### config.mk
export PLATFORM = sky130hd
export DESIGN_NAME = whole_word_match_detector_top
export DESIGN_NICKNAME = d
export VERILOG_FILES = /design/src/rtl/core/wwmd_pkg.sv /design/src/rtl/core/wwmd_cell.sv /design/src/rtl/core/wwmd_out_skid.sv /design/src/rtl/core/whole_word_match_detector_top.sv
export SDC_FILE = /design/constraint.sdc
export NUM_CORES = 1
export LEC_CHECK = 0
export ABC_AREA = 1
export BUFFER_PORTS_ARGS = -buffer_cell sky130_fd_sc_hd__buf_2
export CAP_MARGIN = 20
export CORE_ASPECT_RATIO = 1.25
export CORE_MARGIN = 3
export CORE_UTILIZATION = 44
export CTS_BUF_LIST = sky130_fd_sc_hd__clkbuf_4 sky130_fd_sc_hd__clkbuf_8
export CTS_CLUSTER_SIZE = 25
export DETAILED_ROUTE_END_ITERATION = 10
export SETUP_SLACK_MARGIN = 0.15
export SYNTH_ARGS = -nofsm -noshare
export SYNTH_HDL_FRONTEND = slang
export SYNTH_SLANG_ARGS = --single-unit
### constraint.sdc
create_clock -name clk -period 7.2 [get_ports clk]
set_input_delay 1.44 -clock clk [delete_from_list [all_inputs] [get_ports clk]]
set_output_delay 1.44 -clock clk [all_outputs]
set_load 0.01 [all_outputs]
### src/rtl/core/wwmd_pkg.sv
// ----------------------------------------------------------------------------
// wwmd_pkg
// Shared types, constants and byte helpers for the whole-word match detector.
// ----------------------------------------------------------------------------
package wwmd_pkg;

    localparam int BYTE_W          = 8;
    localparam int PATTERN_MAX_DEF = 16;
    localparam int PAT_BYTES       = 16;
    localparam int LEN_W           = 5;
    localparam int CFG_IDX_W       = 2;
    localparam int CFG_W           = 64;

    // Configuration register indexes
    localparam logic [CFG_IDX_W-1:0] REG_PAT_LOW  = 2'd0;
    localparam logic [CFG_IDX_W-1:0] REG_PAT_HIGH = 2'd1;
    localparam logic [CFG_IDX_W-1:0] REG_PAT_LEN  = 2'd2;

    typedef logic [PAT_BYTES-1:0][BYTE_W-1:0] pattern_t;

    // What one cell reports about the byte it is about to hold
    typedef struct packed {
        logic valid;
        logic letter;
        logic eq;
    } cell_stat_t;

    function automatic logic is_letter(input logic [BYTE_W-1:0] c);
        return c inside {[8'h41:8'h5A], [8'h61:8'h7A]};
    endfunction

    function automatic logic [BYTE_W-1:0] fold_case(input logic [BYTE_W-1:0] c);
        logic [BYTE_W-1:0] r;
        r = c;
        if (c inside {[8'h41:8'h5A]})
        begin
            r = c + 8'd32;
        end
        return r;
    endfunction

endpackage

### src/rtl/core/wwmd_cell.sv
// ----------------------------------------------------------------------------
// wwmd_cell
// One window position: holds a text byte and its valid bit, compares the
// byte it is about to take against its slot of the pattern.
// ----------------------------------------------------------------------------
module wwmd_cell #(
    parameter int INDEX = 0
) (
    input  logic                                clk,
    input  logic                                rst_n,
    input  logic                                advance,
    input  logic                                clear,
    input  logic [wwmd_pkg::BYTE_W-1:0]         in_byte,
    input  logic                                in_valid,
    input  wwmd_pkg::pattern_t                  pattern,
    input  logic [wwmd_pkg::LEN_W-1:0]          len,
    output logic [wwmd_pkg::BYTE_W-1:0]         out_byte,
    output logic                                out_valid,
    output wwmd_pkg::cell_stat_t                stat
);
    import wwmd_pkg::*;

    localparam logic [LEN_W-1:0] IDX = LEN_W'(INDEX);

    logic [BYTE_W-1:0] byte_reg;
    logic              valid_reg;
    logic              active;
    logic [LEN_W-1:0]  slot;
    logic [BYTE_W-1:0] pat_byte;

    // Pattern byte len-1-INDEX lines up with this position
    always_comb
    begin
        active      = IDX < len;
        slot        = len - IDX - LEN_W'(1);
        pat_byte    = pattern[slot[$clog2(PAT_BYTES)-1:0]];
        stat.valid  = in_valid;
        stat.letter = is_letter(in_byte);
        stat.eq     = !active || (fold_case(pat_byte) == fold_case(in_byte));
    end

    always_ff @(posedge clk)
    begin
        if (advance)
        begin
            byte_reg <= in_byte;
        end
    end

    always_ff @(posedge clk or negedge rst_n)
    begin
        if (!rst_n)
        begin
            valid_reg <= 1'b0;
        end
        else if (advance)
        begin
            valid_reg <= in_valid && !clear;
        end
    end

    assign out_byte  = byte_reg;
    assign out_valid = valid_reg;

endmodule

### src/rtl/core/wwmd_out_skid.sv
// ----------------------------------------------------------------------------
// wwmd_out_skid
// Two-entry output buffer for the found flag: output register plus skid.
// ----------------------------------------------------------------------------
module wwmd_out_skid (
    input  logic  clk,
    input  logic  rst_n,
    input  logic  push,
    input  logic  push_data,
    output logic  can_push,
    output logic  out_valid,
    output logic  out_data,
    input  logic  out_ready
);
    logic out_valid_reg;
    logic out_valid_next;
    logic out_data_reg;
    logic out_data_next;
    logic skid_valid_reg;
    logic skid_valid_next;
    logic skid_data_reg;
    logic skid_data_next;
    logic pop;

    assign pop = out_valid_reg && out_ready;

    always_comb
    begin
        out_valid_next  = out_valid_reg;
        out_data_next   = out_data_reg;
        skid_valid_next = skid_valid_reg;
        skid_data_next  = skid_data_reg;
        if (pop)
        begin
            if (skid_valid_reg)
            begin
                out_data_next   = skid_data_reg;
                skid_valid_next = push;
                skid_data_next  = push_data;
            end
            else
            begin
                out_valid_next = push;
                out_data_next  = push_data;
            end
        end
        else if (push)
        begin
            if (!out_valid_reg)
            begin
                out_valid_next = 1'b1;
                out_data_next  = push_data;
            end
            else
            begin
                skid_valid_next = 1'b1;
                skid_data_next  = push_data;
            end
        end
    end

    always_ff @(posedge clk or negedge rst_n)
    begin
        if (!rst_n)
        begin
            out_valid_reg  <= 1'b0;
            skid_valid_reg <= 1'b0;
        end
        else
        begin
            out_valid_reg  <= out_valid_next;
            skid_valid_reg <= skid_valid_next;
        end
    end

    always_ff @(posedge clk)
    begin
        out_data_reg  <= out_data_next;
        skid_data_reg <= skid_data_next;
    end

    assign can_push  = !skid_valid_reg;
    assign out_valid = out_valid_reg;
    assign out_data  = out_data_reg;

    a_skid_implies_out: assert property (@(posedge clk) disable iff (!rst_n)
        skid_valid_reg |-> out_valid_reg)
        else $error("skid holds a word while output register is empty");

    a_stall_only_when_full: assert property (@(posedge clk) disable iff (!rst_n)
        !can_push |-> (out_valid && skid_valid_reg))
        else $error("input stalled without a full buffer");

    a_held_word_kept: assert property (@(posedge clk) disable iff (!rst_n)
        (out_valid_reg && !out_ready) |=> (out_valid_reg && $stable(out_data_reg)))
        else $error("output word lost while stalled");

endmodule

### src/rtl/core/whole_word_match_detector_top.sv
// ----------------------------------------------------------------------------
// whole_word_match_detector_top
// Case-insensitive whole-word search of a configured pattern in a byte stream.
// ----------------------------------------------------------------------------
// Usage:
//   Text enters one byte per word on the s_ group; s_tlast marks the final
//   byte of a string. For each string exactly one word leaves on the m_
//   group, after the last byte: m_tdata[0] is 1 if the pattern appeared with
//   a non-letter or the string edge on both sides. Other bytes give no word.
//   The pattern (up to PATTERN_MAX bytes) and its length are loaded through
//   cfg_we / cfg_index / cfg_data while no string is in flight.
//   Throughput: one byte per clock while s_tready is high. A row of
//   PATTERN_MAX+1 window cells shifts the text along and compares every
//   position in the same cycle; the result word for a string is registered
//   in the output register, or in the skid stage if an earlier one waits.
//   Stall: a result waiting on m_tready parks in the output register; one
//   more can sit in the skid stage, and only with both full does s_tready
//   drop.
//   Reset: pattern all zero, length 1, window empty, no word pending.
// ----------------------------------------------------------------------------
module whole_word_match_detector_top #(
    parameter int PATTERN_MAX = wwmd_pkg::PATTERN_MAX_DEF
) (
    input  logic                                clk,
    input  logic                                rst_n,
    input  logic                                s_tvalid,
    output logic                                s_tready,
    input  logic [7:0]                          s_tdata,   // [7:0] text_byte
    input  logic                                s_tlast,   // last_byte
    output logic                                m_tvalid,
    input  logic                                m_tready,
    output logic [7:0]                          m_tdata,   // [0] word_found, [7:1] zero
    input  logic                                cfg_we,
    input  logic [wwmd_pkg::CFG_IDX_W-1:0]      cfg_index,
    input  logic [wwmd_pkg::CFG_W-1:0]          cfg_data
);
    import wwmd_pkg::*;

    localparam int WIN = PATTERN_MAX + 1;

    logic [CFG_W-1:0]  pat_low_reg;
    logic [CFG_W-1:0]  pat_high_reg;
    logic [LEN_W-1:0]  pat_len_reg;
    pattern_t          pattern;
    logic [LEN_W-1:0]  len_act;

    logic              pending_reg;
    logic              pending_next;
    logic              found_reg;
    logic              found_next;

    logic              accept;
    logic              clear;
    logic              can_push;
    logic              word_found;
    logic              out_data;

    logic [BYTE_W-1:0] cell_byte  [WIN];
    logic              cell_valid [WIN];
    cell_stat_t        stat       [WIN];

    logic              all_eq;
    logic              full_seen;
    logic              left_ok;
    logic              hit;
    logic              found_acc;

    // ---------------- configuration ----------------
    always_ff @(posedge clk or negedge rst_n)
    begin
        if (!rst_n)
        begin
            pat_low_reg  <= '0;
            pat_high_reg <= '0;
            pat_len_reg  <= LEN_W'(1);
        end
        else if (cfg_we)
        begin
            case (cfg_index)
                REG_PAT_LOW:  pat_low_reg  <= cfg_data;
                REG_PAT_HIGH: pat_high_reg <= cfg_data;
                REG_PAT_LEN:  pat_len_reg  <= cfg_data[LEN_W-1:0];
                default:      ;
            endcase
        end
    end

    assign pattern = pattern_t'({pat_high_reg, pat_low_reg});

    always_comb
    begin
        len_act = pat_len_reg;
        if (pat_len_reg == '0)
        begin
            len_act = LEN_W'(1);
        end
        else if (pat_len_reg > LEN_W'(PATTERN_MAX))
        begin
            len_act = LEN_W'(PATTERN_MAX);
        end
    end

    // ---------------- window cells ----------------
    assign accept = s_tvalid && s_tready;
    assign clear  = s_tlast;

    for (genvar k = 0; k < WIN; k++)
    begin : g_cell
        logic [BYTE_W-1:0] in_byte;
        logic              in_valid;
        if (k == 0)
        begin : g_head
            assign in_byte  = s_tdata;
            assign in_valid = 1'b1;
        end
        else
        begin : g_link
            assign in_byte  = cell_byte[k-1];
            assign in_valid = cell_valid[k-1];
        end

        wwmd_cell #(
            .INDEX (k)
        ) u_cell (
            .clk       (clk),
            .rst_n     (rst_n),
            .advance   (accept),
            .clear     (clear),
            .in_byte   (in_byte),
            .in_valid  (in_valid),
            .pattern   (pattern),
            .len       (len_act),
            .out_byte  (cell_byte[k]),
            .out_valid (cell_valid[k]),
            .stat      (stat[k])
        );
    end

    // ---------------- match decision ----------------
    always_comb
    begin
        all_eq    = 1'b1;
        full_seen = 1'b0;
        left_ok   = 1'b1;
        for (int k = 0; k < WIN; k++)
        begin
            all_eq = all_eq && stat[k].eq;
            if (LEN_W'(k + 1) == len_act)
            begin
                full_seen = stat[k].valid;
            end
            if (LEN_W'(k) == len_act)
            begin
                left_ok = !stat[k].valid || !stat[k].letter;
            end
        end
        hit       = all_eq && full_seen && left_ok;
        found_acc = found_reg || (pending_reg && !stat[0].letter);
    end

    always_comb
    begin
        pending_next = pending_reg;
        found_next   = found_reg;
        word_found   = found_acc || hit;
        if (accept)
        begin
            if (s_tlast)
            begin
                pending_next = 1'b0;
                found_next   = 1'b0;
            end
            else
            begin
                pending_next = hit;
                found_next   = found_acc;
            end
        end
    end

    always_ff @(posedge clk or negedge rst_n)
    begin
        if (!rst_n)
        begin
            pending_reg <= 1'b0;
            found_reg   <= 1'b0;
        end
        else
        begin
            pending_reg <= pending_next;
            found_reg   <= found_next;
        end
    end

    // ---------------- output ----------------
    wwmd_out_skid u_out (
        .clk       (clk),
        .rst_n     (rst_n),
        .push      (accept && s_tlast),
        .push_data (word_found),
        .can_push  (can_push),
        .out_valid (m_tvalid),
        .out_data  (out_data),
        .out_ready (m_tready)
    );

    assign s_tready = can_push;
    assign m_tdata  = {7'b0, out_data};

    // ---------------- checks ----------------
    a_end_clears: assert property (@(posedge clk) disable iff (!rst_n)
        (accept && s_tlast) |=> (!pending_reg && !found_reg && !cell_valid[0]))
        else $error("string state not cleared after last byte");

    a_len_range: assert property (@(posedge clk) disable iff (!rst_n)
        (len_act >= LEN_W'(1)) && (len_act <= LEN_W'(PATTERN_MAX)))
        else $error("active pattern length out of range");

    a_result_follows_last: assert property (@(posedge clk) disable iff (!rst_n)
        (accept && s_tlast) |=> m_tvalid)
        else $error("no result word after last byte");

    for (genvar k = 1; k < WIN; k++)
    begin : g_chk
        a_valid_fill: assert property (@(posedge clk) disable iff (!rst_n)
            cell_valid[k] |-> cell_valid[k-1])
            else $error("window valid bits out of order");
    end

endmodule
==> results.ini, run 1 <==
[synth]
synth_most_common_cell = nand2_1
synth_edf_count = 130
syn_inst = 4049
ys.flop_type = dfrtp_1
yosys-top-cells-count = nand2_1 (1488), nand3_1 (791), inv_1 (482)
syn_area_um2 = 24970
synth_cell_types = 51
avgSynthCellArea_um2 = 6.167
synth-async-reset-ratio_pct = 54.06
yosys_register_bits = 283
synth.top_cell.area_share_pct = 22.37
synth_area_leader_cell = nand2_1
synth_area_leaders = nand2_1 (22%), nand3_1 (16%), edfxtp_1 (16%)
ys_warn_count = 0
ys_seq_area_share_pct = 30.97

[global_routing]
grt_pass1_vias = 24806
grt_pass1_wl_um = 159200
grt_usage_pct = 36.25
grt_start_max_net_pins = 101
grt.overflow.total = 0
antenna_found_initial = 3

[drt]
drt_iter0_markers = 2784
drc_errors = 0
ant_nets = 0
wire_per_inst_um = 22.53
drt_wl_total_um = 108900
first_pass_iters = 10
dr_total_vias = 27151
via_per_inst = 5.619

[clock_network]
postCtsSetupBuffers = 0
cts_max_level = 2
insertion_delay_ps = 660
hold_buffers = 0
numCtsBuffers = 48
tritoncts = yes
clock_sinks = 283
cts_buffer_depth = 3
cts_resized = 0
cts.clk_slew.worst_paths_ps = 60
root_buffer = clkbuf_8

[cells_and_area]
finalNonFillerCells = 4832
fin_nets = 4188
drive_gt1_share_pct = 6.067
syn_to_final_growth_pct = 7.356
largest_reg_flops = 128
postLayoutCoreUtil_pct = 47.81
fillers = 6180

[floorplan]
ios = 90
core_um2 = 56070
die_h_um = 272.3
initial_utilization_pct = 44.53
die_area_um2 = 59660
rows = 97
die_w_um = 219.1

[pwr]
p_leak_nw = 14.02
ir_drop_mv = 0.1993
power.density_nw_per_um2 = 329.2

[timing]
period_needed_ps = 5524
fin_crit_sh_pct = 76.72
skew_ps = 39.67
drv_slew = 0
max_slew_margin_pct = 25.86
fmax_ghz = 0.1810
hold_viol = 0
setup_viol = 0
hold_slack_ps = 452.6
tightest_slew_ps = 1109
rsz0062_at_grt = false
fin_tns_setup_ps = 0

[worst_setup_path]
worstPathRequired_ps = 7630
cp-start-kind = register
r2r_cells = 24
critical_path_arrival_ps = 5950
critPathCaptureType = register
cp_max_fo = 38
critPathKind = reg -> reg

[placement]
dp_hpwl_um = 88170
dp_cells = 4743
portBuffers = 82
place_congestion = 1.072

[job]
drv_cap = 0

[hold_path]
min_path_type = reg -> reg
holdPathStages = 0

[run_status]
status = finished clean

[cell families after synthesis]
logic type	after synthesis	synth area share (%)
fa+ha+maj	57	2.856
other cells	1	0.01502
buf+inv	657	10.73
flops	283	30.97
compound gates	344	7.496
simple gates	2640	45.52
xor+xnor	67	2.410
[cell usage in the layout (no fill, tap or decap), types with 18 or more instances in the layout]
cell type  instances
nand2_1         1483
nand4_1           76
o21ai_0          194
nand3_1          791
dfrtp_1          152
xor2_1            54
edfxtp_1         130
nor2_1           195
nand3b_1          28
ha_1              57
inv_1            482
o21ai_1           18
a21oi_1           70
buf_4             22
clkbuf_8          57
buf_2             81
clkbuf_4          21
[layer usage]
metal	global-route usage, %	part of all wire (%)
met1	43.77	39
met2	58.22	45
met3	5.189	6.7
met4	27.56	9.3
met5	0	0.014
[worst paths after layout]
path	to	startpoint	slack, ps
max in group asynchronous	g_cell[13].u_cell.out_valid$_DFFE_PN0P_	rst_n	4850
worst min-delay path	g_cell[11].u_cell.out_byte[7]$_DFFE_PP_	g_cell[10].u_cell.out_byte[7]$_DFFE_PP_	450
worst min register to register	g_cell[11].u_cell.out_byte[7]$_DFFE_PP_	g_cell[10].u_cell.out_byte[7]$_DFFE_PP_	450
worst max-delay path	u_out.out_data$_DFFE_PP_	pat_len_reg[4]$_DFFE_PN0P_	1680
worst max register to register	u_out.out_data$_DFFE_PP_	pat_len_reg[4]$_DFFE_PN0P_	1680
min in group asynchronous	pat_high_reg[47]$_DFFE_PN0P_	rst_n	840
[worst max-delay path: stages, from the launching register on]
cell and delay (ps):
dfrtp_1 560, inv_2 420, nand3_2 440, nand2_4 560, nand2_1 120, nand2_2 470
buf_4 480, nand2_1 190, nand3_1 150, nand3_1 120, nand2_1 250, inv_1 100
ha_1 300, inv_1 50, nand4_1 110, a21oi_1 150, nor2_1 60, nand3_1 70
nand2_1 90, nand3_1 130, nor3_2 50, nand2_1 140, nand2_1 110, nand2_1 70
nand2_1 40
[cell type report]
type / count / area, um2 / share of cell area, %
Multi-Input combinational cell: 3115 / 14620 / 54.52
Sequential cell: 283 / 7734 / 28.85
Inverter: 497 / 1871 / 6.978
Clock buffer: 78 / 942.2 / 3.515
Tap cell: 742 / 928.4 / 3.463
Timing Repair Buffer: 106 / 621.8 / 2.320
Clock inverter: 9 / 90.09 / 0.3361
Antenna cell: 2 / 5.005 / 0.01867
[through the flow]
stage / total power [W] / instance area [um2] / setup WS, ps
after floorplan: 0.005437 / 24990 / 1318
after global placement: 0.007148 / 25770 / 1897
final: 0.008825 / 26810 / 1676
after detailed placement: 0.007150 / 25770 / 1841
after CTS: 0.008732 / 26800 / 1816
after global routing: 0.009468 / 26800 / 1259
[report_power, final]
group	leakage (nW)	internal [W]	switching (W)
registers	3.02	0.00180	0.000155
clock network	0.545	0.000866	0.000698
logic	10.5	0.00139	0.00391
Note: power is estimated with default switching activity, not from simulation.
==> run 2: changes to the inputs <==
Clock period 7.2 ns to 5.62 ns, I/O delays scaled along.
==> run 2 against run 1 <==
Routed wire length grew 6.0%. First-iteration DRC count grew 12%. Largest cell class unchanged. Worst setup slack got worse by 1200 ps. Cell count grew 0.23%. Clock skew is 24 ps lower. Clock power increased by 30%. Via count grew 1.3%. Sequential cell count unchanged. Fmax up 8.4%. Global-route usage increased by 1.9 points.
==> results.ini, run 2 (synthesis results as in run 1) <==
[timing]
skew_ps = 16.16
setup_ws_ps = 524.9
fmax_ghz = 0.1963
rsz0062_at_grt = false
setup_viol = 0
hold_viol = 0
drv_slew = 0
max_slew_margin_pct = 32.62
hold_slack_ps = 467.8
fin_crit_sh_pct = 90.66
tightest_slew_ps = 1000
fin_tns_setup_ps = 0
period_needed_ps = 5095

[floorplan]
rows = 97
die_w_um = 219.1
initial_utilization_pct = 44.53
ios = 90
die_h_um = 272.3
core_um2 = 56070
die_area_um2 = 59660

[global_routing]
grt_start_max_net_pins = 91
grt_pass1_vias = 25393
grt_pass1_wl_um = 166400
grt.overflow.total = 0
grt_usage_pct = 38.13
antenna_found_initial = 5

[cells_and_area]
postLayoutCoreUtil_pct = 48.06
fillers = 6068
final_common_cell = nand2_1
final_cell_mix = nand2_1 (1483), nand3_1 (791), inv_1 (482)
syn_to_final_growth_pct = 7.912
finalNonFillerCells = 4843
largest_reg_flops = 128
drive_gt1_share_pct = 6.271
fin_nets = 4201

[worst_setup_path]
cp-start-kind = register
cp_slowest_cell = dfstp_2
cp_max_fo = 29
max_stage_delay_ps = 590
critical_path_arrival_ps = 5600
cpMostUsedCell = nand2_1
critPathKind = reg -> reg
worstPathRequired_ps = 6120
critPathCaptureType = register

[placement]
place_congestion = 1.053
dp_hpwl_um = 94190
portBuffers = 82
dp_cells = 4757
dp_worst_setup_slack_ps = 447.3

[job]
drv_cap = 0

[pwr]
pwr-share-seq_pct = 21.9
pwr-share-clk_pct = 17.7
swShare_pct = 54.01
p_leak_nw = 14.10
intPower_w = 0.005273
switching_power_w = 0.006192
power.density_nw_per_um2 = 425.5
p_comb_share_pct = 60.4
ir_drop_mv = 0.2240

[clock_network]
tritoncts = yes
cts_buffer_depth = 3
numCtsBuffers = 47
clock_sinks = 283
cts_max_level = 2
cts.clk_slew.worst_paths_ps = 60
insertion_delay_ps = 630
root_buffer = clkbuf_8

[drt]
via_per_inst = 5.680
met1_length_um = 43880
dr_total_vias = 27506
drc_errors = 0
route.met2.wl_um = 52320
drt_wl_total_um = 115400
highest_layer = met5
wire_per_inst_um = 23.83
first_pass_iters = 6
wl_met3_um = 8766
ant_nets = 0
drt_iter0_markers = 3129

[run_status]
status = finished clean

[hold_path]
min_path_type = reg -> reg

[run 2: cell count changes in the layout (fill, tap and decap cells not counted)]
cell,change
buf_4,+11
bufinv_16,+2
clkinv_2,+3
o21ai_0,-1
clkbuf_8,-1
o21ai_1,+1
clkbuf_4,-6
o41ai_2,-1
o41ai_1,+1
buf_12,+3
diode_2,+1
clkinvlp_4,-2
[run 2: per-layer routing]
layer  global-route usage (%)  up-vias
met1                    45.44    12837
met3                    7.242      312
met5                        0        -
met2                    61.32     1150
li1                         -    13201
met4                    27.50        6
[run 2: path summary, 6_finish.rpt]
| check | startpoint | end | slack, ps | cells after the start |
|---|---|---|---|---|
| worst min-delay path | g_cell[10].u_cell.out_byte[7]$_DFFE_PP_ | g_cell[11].u_cell.out_byte[7]$_DFFE_PP_ | 470 | 0 |
| worst min register to register | g_cell[10].u_cell.out_byte[7]$_DFFE_PP_ | g_cell[11].u_cell.out_byte[7]$_DFFE_PP_ | 470 | 0 |
| max in group asynchronous | rst_n | pat_low_reg[34]$_DFFE_PN0P_ | 4000 | 2 |
| worst max register to register | pat_len_reg[0]$_DFFE_PN1P_ | u_out.out_data$_DFFE_PP_ | 520 | 26 |
| worst max-delay path | pat_len_reg[0]$_DFFE_PN1P_ | u_out.out_data$_DFFE_PP_ | 520 | 26 |
| min in group asynchronous | rst_n | pat_low_reg[48]$_DFFE_PN0P_ | 500 | 1 |
[run 2: timing repair]
item | CTS | global route
setup buffers | 0 | 0
hold buffers | 0 | 0
setup endpoints to repair | 0 | 1
resized for setup | 0 | 1
[run 2: power groups by stage]
stage	logic [W]	registers (W)	clock network, W
after floorplan	0.00453	0.00244	0
after global placement	0.00672	0.00254	0
final	0.00693	0.00251	0.00203
after global routing	0.00754	0.00252	0.00216
after CTS	0.00673	0.00251	0.00207
after detailed placement	0.00670	0.00255	0
[run 2: final cells by class]
class	instances	area (um2)	area share, %
repair buffers	120	764.5	2.837
well taps	742	928.4	3.445
flip-flops and latches	283	7734	28.70
clock inverters	12	150.1	0.5572
multi-input cells	3115	14610	54.21
diodes	3	7.507	0.02786
clock buffers	71	883.3	3.278
inverters	497	1871	6.942
[run 2: worst max-delay path: cells and delay by family (launching register included)]
kind	cells	cell delay [ps]
buffers and inverters	1	280
and+or+nand+nor	24	3930
AOI/OAI and AO/OA	1	130
DFF	1	590
[run 2: metrics by stage]
step | area, um2 | power (W)
after floorplan | 24990 | 0.006965
after global placement | 25900 | 0.009262
after detailed placement | 25900 | 0.009250
after CTS | 26940 | 0.01130
after global routing | 26940 | 0.01223
final | 26950 | 0.01146
